==> src/design/bfcg_pkg.sv <==
// Package: constants, mode codes and control structs of the byte FIFO with chunk gate.
`timescale 1ns / 1ps

package bfcg_pkg;

    localparam int DEPTH       = 8192;
    localparam int ROOM_MARGIN = 1024;
    localparam int ADDR_W      = $clog2(DEPTH);
    localparam int PTR_W       = ADDR_W + 1;
    localparam int FILL_W      = 14;
    localparam int CNT_W       = 20;
    localparam int CHUNK_MOD   = 1000000;
    localparam int RELEASE_MIN = 2;

    localparam logic [1:0] MODE_PUT   = 2'd0;
    localparam logic [1:0] MODE_GET   = 2'd1;
    localparam logic [1:0] MODE_CLEAR = 2'd2;

    // controller -> datapath
    typedef struct packed {
        logic latch_item;
        logic exec;
        logic calc;
        logic load_out;
    } cmd_t;

    // datapath -> controller
    typedef struct packed {
        logic out_free;
    } status_t;

endpackage

==> src/design/bfcg_ctrl.sv <==
// Controller: sequences accept, execute, status calculation and result load per item.
`timescale 1ns / 1ps

module bfcg_ctrl (
    input  logic                clk,
    input  logic                rst_n,
    input  logic                in_valid,
    output logic                in_ready,
    input  bfcg_pkg::status_t   status,
    output bfcg_pkg::cmd_t      cmd
);

    typedef enum logic [3:0] {
        S_IDLE = 4'b0001,
        S_EXEC = 4'b0010,
        S_CALC = 4'b0100,
        S_LOAD = 4'b1000
    } state_t;

    state_t state_reg, state_next;

    always_comb
    begin
        state_next     = state_reg;
        in_ready       = 1'b0;
        cmd.latch_item = 1'b0;
        cmd.exec       = 1'b0;
        cmd.calc       = 1'b0;
        cmd.load_out   = 1'b0;
        unique case (state_reg)
            S_IDLE:
            begin
                in_ready = 1'b1;
                if (in_valid)
                begin
                    cmd.latch_item = 1'b1;
                    state_next     = S_EXEC;
                end
            end
            S_EXEC:
            begin
                cmd.exec   = 1'b1;
                state_next = S_CALC;
            end
            S_CALC:
            begin
                cmd.calc   = 1'b1;
                state_next = S_LOAD;
            end
            S_LOAD:
            begin
                // wait here until the result register can take the new result
                if (status.out_free)
                begin
                    cmd.load_out = 1'b1;
                    state_next   = S_IDLE;
                end
            end
            default:
            begin
                state_next = S_IDLE;
            end
        endcase
    end

    always_ff @(posedge clk or negedge rst_n)
    begin
        if (!rst_n)
        begin
            state_reg <= S_IDLE;
        end
        else
        begin
            state_reg <= state_next;
        end
    end

endmodule

==> config.mk <==
export PLATFORM = sky130hd
export DESIGN_NAME = bfcg_ctrl
export DESIGN_NICKNAME = d
export VERILOG_FILES = /design/src/design/bfcg_pkg.sv /design/src/design/bfcg_ctrl.sv
export SDC_FILE = /design/constraint.sdc
export NUM_CORES = 1
export LEC_CHECK = 0
export BUFFER_PORTS_ARGS = -buffer_cell sky130_fd_sc_hd__buf_2
export CAP_MARGIN = 10
export CELL_PAD_IN_SITES_DETAIL_PLACEMENT = 1
export CELL_PAD_IN_SITES_GLOBAL_PLACEMENT = 2
export CORE_AREA = 2 2 39 41
export DETAILED_ROUTE_END_ITERATION = 8
export DIE_AREA = 0 0 41 43
export PLACE_DENSITY = 0.62
export SKIP_CTS_REPAIR_TIMING = 1
export SLEW_MARGIN = 20
export SYNTH_ARGS = -nofsm -noshare
export SYNTH_HDL_FRONTEND = slang
export SYNTH_SLANG_ARGS = --single-unit
==> constraint.sdc <==
create_clock -name clk -period 2.6 [get_ports clk]
set_input_delay 0.13 -clock clk [delete_from_list [all_inputs] [get_ports clk]]
set_output_delay 0.13 -clock clk [all_outputs]
set_load 0.01 [all_outputs]
==> results of run 1 <==
[critical path, delay by kind of cell, from the launching register on]
family / cells / cell delay, ns
flops: 1 / 0.55
buf+inv: 1 / 0.12
simple gates: 2 / 0.41
[how the worst max path moves through the flow]
stage,end,slack (ns)
after floorplan,cmd[3],1.36
after global placement,cmd[3],1.39
after detailed placement,cmd[3],1.38
after CTS,cmd[3],1.13
after global routing,cmd[3],1.05
final,cmd[3],1.16
[where the power goes]
part | switching [mW] | internal [mW]
Sequential | 0.0287 | 0.0870
Clock | 0.0268 | 0.0577
Combinational | 0.0564 | 0.0720
[cells by family (layout without fill, tap and decap cells)]
group                  Yosys count  count (layout)  share of synthesized area [%]
and+or+nand+nor                 12              12                           39.9
AOI/OAI and AO/OA                4               4                           16.2
buffers and inverters            1              13                           3.03
DFF                              4               4                           40.9
[routing by layer]
metal | share of wire [%] | vias up
li1 | - | 100
met1 | 42 | 97
met2 | 54 | 3
met3 | 4.1 | 0
met4 | 0 | 0
met5 | 0 | -
[final cells by class]
type                       count  share of cell area (%)
multi-input combinational     16                    41.3
clock buffer                   4                    7.81
tap                           16                    5.95
timing repair buffer           9                    14.9
sequential                     4                    30.1
[cells in the final DEF, fill, tap and decap left out, drive strengths merged, types with 2 or more instances in the layout]
| cell type | count |
|---|---|
| dfrtp | 3 |
| and2 | 3 |
| nor2b | 2 |
| clkbuf | 4 |
| nor3b | 3 |
| buf | 8 |
[stage by stage]
step | cells | power (mW)
2_1_floorplan | 21 | 0.207
3_3_place_gp | 44 | 0.244
3_5_place_dp | 44 | 0.249
4_1_cts | 48 | 0.337
5_1_grt | 49 | 0.360
6_report | 49 | 0.329
==> metrics.log, run 1 <==
INFO  metric min_from = in_valid
INFO  metric gr-total-overflow = 0
INFO  metric worst_hold_path_type = primary input to flop
INFO  metric route.detailed.wl_per_inst = slightly above 10 um
INFO  metric placed_cell_area = 300 um2
INFO  metric synth_top_area_share = a little under a third
INFO  metric core_area = 1380 um2
INFO  metric initial_utilization = 17.9%
INFO  metric cts_h_tree_depth = 1
INFO  metric final.min_clock_period = between 1 and 1.5 ns
INFO  metric largest_register_ffs = 4
INFO  metric final.setup_skew = 0.00573 ns
INFO  metric holdPathEnd = state_reg[1]$_DFFE_PN0P_
INFO  metric met3_routing_resource_usage_after_global_routing = under 10%
INFO  metric worstHoldPathCells = 2
INFO  metric post-route-util = 24.3%
INFO  metric synth.largest_area_cell = sky130_fd_sc_hd__dfrtp_1
INFO  metric synthesis.instances = 21
INFO  metric tritoncts_num_sinks = 4
INFO  metric worstRegToRegCells = 3
INFO  metric global_route.usage.total = 7.26%
INFO  metric worst-endpoint-required = 2.47 ns
INFO  metric synth-seq-cells = 4
INFO  metric synthesis_warning_total = 0
INFO  metric critical_path_endpoint_category = output port
INFO  metric floorplan.die.height = 43 um
INFO  metric timing.hold.ws = roughly 0.14 ns
INFO  metric place_hpwl = 399 um
INFO  metric numPortBuffers = 8
INFO  metric drtPass1Iterations = 1
INFO  metric setup_slack_of_the_critical_path_after_layout = 1.16 ns
INFO  metric clk_root_buffer_cell = sky130_fd_sc_hd__clkbuf_4
INFO  metric synth_area_leaders = sky130_fd_sc_hd__dfrtp_1 (30%), sky130_fd_sc_hd__dfstp_2 (11%), sky130_fd_sc_hd__and2_1 (7.6%)
INFO  metric globalRouteMet1Util = 7.82%
INFO  metric first_element_of_the_critical_path = state_reg[0]$_DFFE_PN1P_
INFO  metric filler_cell_count = about 160
INFO  metric syn_area_per_cell = 11.8 um2
INFO  metric timing.final.hold_violations = 0
INFO  metric worstMarginPinSlew = 0.271 ns
INFO  metric detail_route.vias_per_cell = about 4
INFO  metric leakage = between 0.15 and 0.2 nW
INFO  metric nets = 38
INFO  metric finalSetupViolCount = 0
INFO  metric gpl.final_weighted_congestion = 0.681
INFO  metric grt_first_pass_wirelength = 765 um
INFO  metric worst_path_max_delay_cell = sky130_fd_sc_hd__dfstp_2
INFO  metric postLayoutCellArea = 337 um2
INFO  metric cts_tree = yes
INFO  metric list_of_most_frequent_post_synthesis_cells = sky130_fd_sc_hd__and2_1 (3), sky130_fd_sc_hd__dfrtp_1 (3), sky130_fd_sc_hd__nor3b_1 (2)
INFO  metric critPathMaxStageDelay = approximately 0.55 ns
INFO  metric vdd_drop_max = between 300 and 400 uV
INFO  metric die_area = 1760 um2
INFO  metric multi_input_comb_area = roughly 140 um2
INFO  metric final.period_utilization = 55.6%
INFO  metric grt-busiest-layer = met4
INFO  metric boundaryPins = 9
INFO  metric fp.dieW = 41 um
INFO  metric clk_pin_slew = 0.04 ns
INFO  metric reg2reg_slack = 1.53 ns
INFO  metric unrepaired_setup_endpoints_after_global_routing = false
INFO  metric grt_antenna_before_repair = 0
INFO  metric numCtsBuffers = 3
INFO  metric synth.lib_cells_used.distinct = 16
INFO  metric status = complete, no violations
INFO  metric route.detailed.drc = 0
INFO  metric area_growth = 35.9%
INFO  metric detail-route-antenna-nets = 0
INFO  metric antenna-diode-count = 0
INFO  metric fp-row-count = 14
INFO  metric crit_path_start_kind = flop
INFO  metric postSynth.topFlopCell = sky130_fd_sc_hd__dfrtp_1
INFO  metric vias = 200
INFO  metric synth_edf_count = 0
INFO  metric maximum_number_of_pins_on_one_net_before_global_route_repair = 9
INFO  metric worstPathCellList = nor4b_2, and2_1, buf_2
INFO  metric timing.critical_path.arrival = between 1 and 1.5 ns
INFO  metric post_synth_instance_area = 248 um2
INFO  metric max_fclk = 692 MHz
INFO  metric syn_nets = 25
INFO  metric worst_skew_pair_latency = 0.24 ns
INFO  metric cts_max_path_buffers = 2
INFO  metric grtUsageMet2 = 8.44%
INFO  metric maximum_capacitance_violations = 0
INFO  metric power_per_unit_of_standard_cell_area = 976 nW/um2
INFO  metric fraction_of_the_yosys_area_taken_by_sequential_cells = 40.9%
INFO  metric r2r-end = state_reg[0]$_DFFE_PN1P_
INFO  metric dpl_worst_slack = approximately 1.4 ns
INFO  metric r2r-start = state_reg[0]$_DFFE_PN1P_
INFO  metric vias_in_the_first_global_route = 184
INFO  metric detailedRoute.firstIterationViolations = 0
INFO  metric critPathMaxFanout = 5
INFO  metric slew_headroom = 81.9%
INFO  metric post_synthesis_async_set_or_reset_flop_share = 100%
INFO  metric drv_slew = 0
INFO  metric totalNegativeSetupSlack = 0 ns
INFO  metric timing.setup.critical_path_class = flop to output port
INFO  metric sequential_cell_area = around 100 um2
INFO  metric fraction_of_final_layout_cells_with_drive_strength_greater_than_1 = 51.5%
INFO  metric route.final.wire_length = between 400 and 500 um
No activity file was read; power rests on OpenSTA's default activity.
==> inputs of run 2 (changes only) <==
==> constraint.sdc (replaced) <==
create_clock -name clk -period 1.5 [get_ports clk]
set_input_delay 0.075 -clock clk [delete_from_list [all_inputs] [get_ports clk]]
set_output_delay 0.075 -clock clk [all_outputs]
set_load 0.01 [all_outputs]
==> run 2 against run 1 <==
Net effect:
- largest power group unchanged
- power rose by 80%
- combinational power is 88% higher
- setup slack got worse by 1.0 ns
- sequential share of layout area fell by 0.76 points
- non-clock buffer count unchanged
- final cell count stayed put
- final area rose by 2.6%
- first-iteration DRC count did not move
- flip-flop and latch count is the same
- critical endpoint unchanged
- via count fell by 3.0%
- largest cell class unchanged
==> metrics.log, run 2 (same netlist as run 1, synthesis figures left out) <==
INFO  metric dpl_worst_slack = 0.339 ns (-1.04 ns)
INFO  metric boundaryPins = 9 (unchanged)
INFO  metric layout.cells.most_common_list = sky130_fd_sc_hd__buf_2 (8), sky130_fd_sc_hd__and2_1 (3), sky130_fd_sc_hd__clkbuf_4 (3), sky130_fd_sc_hd__dfrtp_1 (3), sky130_fd_sc_hd__nor3b_1 (2)
INFO  metric grt-busiest-layer = met2
INFO  metric final.period_utilization = 91.6%
INFO  metric worst_skew_pair_latency = 0.23 ns (about the same)
INFO  metric grtUsageMet2 = 8.75% (+0.31 points)
INFO  metric gpl.final_weighted_congestion = 0.713 (+4.6%)
INFO  metric worstRegToRegCells = 3 (unchanged)
INFO  metric drtPass1Iterations = 1 (unchanged)
INFO  metric finalSetupViolCount = 0 (unchanged)
INFO  metric detail_route.vias_per_cell = 3.96 (-3.0%)
INFO  metric vias = 194 (-3.0%)
INFO  metric detail-route-antenna-nets = 0 (unchanged)
INFO  metric floorplan.die.height = 43 um (unchanged)
INFO  metric route.final.wire_length = 469 um (-4.9%)
INFO  metric cts_tree = yes
INFO  metric final_cell_count_without_fillers = 49 (unchanged)
INFO  metric clk_pin_slew = 0.04 ns (about the same)
INFO  metric status = complete, no violations
INFO  metric max_fclk = 728 MHz
INFO  metric fraction_of_final_layout_cells_with_drive_strength_greater_than_1 = 51.5% (unchanged)
INFO  metric fp-row-count = 14 (unchanged)
INFO  metric crit_path_start_kind = flop
INFO  metric numPortBuffers = 8 (unchanged)
INFO  metric r2r-end = state_reg[0]$_DFFE_PN1P_
INFO  metric grt_first_pass_wirelength = 752 um (-1.7%)
INFO  metric met3_routing_resource_usage_after_global_routing = 3.14% (unchanged)
INFO  metric gr-total-overflow = 0 (unchanged)
INFO  metric route.detailed.drc = 0 (unchanged)
INFO  metric timing.final.hold_violations = 0 (unchanged)
INFO  metric final.min_clock_period = 1.37 ns
INFO  metric die_area = 1760 um2 (unchanged)
INFO  metric antenna-diode-count = 0 (unchanged)
INFO  metric globalRouteMet1Util = 7.82% (unchanged)
INFO  metric critPathMaxFanout = 7 (+2)
INFO  metric initial_utilization = 17.9% (unchanged)
INFO  metric worstMarginPinSlew = 0.308 ns (+0.0374 ns)
INFO  metric cts_h_tree_depth = 1 (unchanged)
INFO  metric timing.critical_path.arrival = 1.30 ns (about the same)
INFO  metric slew_headroom = 79.4% (-2.5 points)
INFO  metric maximum_capacitance_violations = 0 (unchanged)
INFO  metric r2r-start = state_reg[0]$_DFFE_PN1P_
INFO  metric placed_cell_area = 300 um2 (unchanged)
INFO  metric fp.dieW = 41 um (unchanged)
INFO  metric leakage = 0.168 nW (+4.8%)
INFO  metric reg2reg_slack = 0.41 ns (-1.12 ns)
INFO  metric clk_root_buffer_cell = sky130_fd_sc_hd__clkbuf_4
INFO  metric totalNegativeSetupSlack = 0 ns (unchanged)
INFO  metric place_hpwl = 374 um (-6.2%)
INFO  metric core_area = 1380 um2 (unchanged)
INFO  metric drv_slew = 0 (unchanged)
INFO  metric route.detailed.wl_per_inst = 9.57 um (-4.9%)
INFO  metric detailedRoute.firstIterationViolations = 0 (unchanged)
INFO  metric worst_hold_path_type = primary input to flop
INFO  metric fin_total_pwr = 0.592 mW (+80%)
INFO  metric filler_cell_count = 162 (-0.61%)
INFO  metric tritoncts_num_sinks = 4 (unchanged)
INFO  metric mostFrequentLayoutCell = sky130_fd_sc_hd__buf_2
INFO  metric critical_path_endpoint_category = output port
INFO  metric placed_cells_incl_taps = 44 (unchanged)
INFO  metric unrepaired_setup_endpoints_after_global_routing = false
INFO  metric maximum_number_of_pins_on_one_net_before_global_route_repair = 9 (unchanged)
INFO  metric first_element_of_the_critical_path = state_reg[3]$_DFFE_PN0P_
INFO  metric final.setup_skew = 0.00412 ns (-0.00161 ns)
INFO  metric timing.setup.critical_path_class = flop to output port
INFO  metric nets = 38 (unchanged)
INFO  metric cp-endpoint = cmd[3]
INFO  metric postLayoutCellArea = 345 um2 (+2.6%)
INFO  metric worst-endpoint-required = 1.42 ns (-1.05 ns)
INFO  metric largest_register_ffs = 4 (unchanged)
INFO  metric numCtsBuffers = 3 (unchanged)
INFO  metric power_per_unit_of_standard_cell_area = 1710 nW/um2 (+76%)
INFO  metric global_route.usage.total = 6.75% (-0.50 points)
INFO  metric setup_slack_of_the_critical_path_after_layout = 0.127 ns (-1.03 ns)
INFO  metric vias_in_the_first_global_route = 199 (+8.2%)
INFO  metric vdd_drop_max = 531 uV (+58%)
INFO  metric area_growth = 39.4%
INFO  metric grt_antenna_before_repair = 0 (unchanged)
INFO  metric cts_max_path_buffers = 2 (unchanged)
==> run 2: cell count changes in the layout (fill, tap and decap cells not counted) <==
cell / change
sky130_fd_sc_hd__nor4b_2: -1
sky130_fd_sc_hd__nor4b_4: +1
==> run 2: worst min-delay path by stage <==
stage	cells past startpoint	slack [ns]	from	to
after CTS	1	-0.37	rst_n	state_reg[2]$_DFFE_PN0P_
final	2	0.09	in_valid	state_reg[1]$_DFFE_PN0P_
after detailed placement	1	-0.12	rst_n	state_reg[1]$_DFFE_PN0P_
after global routing	2	0.12	in_valid	state_reg[1]$_DFFE_PN0P_
after floorplan	0	-0.22	rst_n	state_reg[1]$_DFFE_PN0P_
after global placement	1	-0.12	rst_n	state_reg[1]$_DFFE_PN0P_
==> run 2: critical path, cell delays in order (launching register included) <==
cell                      delay [ns]
sky130_fd_sc_hd__dfrtp_1        0.46
sky130_fd_sc_hd__nor4b_4        0.33
sky130_fd_sc_hd__and2_1         0.15
sky130_fd_sc_hd__buf_2          0.12
==> run 2: metal layers <==
metal  share of wire (%)  vias to the layer above
met5                   0                        -
met4                   0                        0
met3                 3.8                        0
met2                  53                        3
met1                  43                       92
li1                    -                       99
==> run 2: stage by stage <==
step	hold slack [ns]	util, %
3_3_place_gp	-0.121	21.7
6_report	0.0877	25.0
4_1_cts	-0.375	23.6
5_1_grt	0.116	25.0
2_1_floorplan	-0.221	-
3_5_place_dp	-0.120	21.7
==> run 2: report_power, final <==
part	internal [mW]	total, mW	leakage (nW)	switching [mW]
logic	0.141	0.241	0.102	0.0999
clock network	0.0998	0.143	0.0150	0.0434
registers	0.151	0.208	0.0511	0.0569
total	0.392	0.592	0.168	0.200
==> run 2: final cells by class <==
cell class / instances / area, um2 / area share, %
multi-input combinational: 16 / 148 / 42.8
sequential: 4 / 101 / 29.3
timing repair buffer: 9 / 50.0 / 14.5
tap: 16 / 20.0 / 5.80
clock buffer: 4 / 26.3 / 7.61
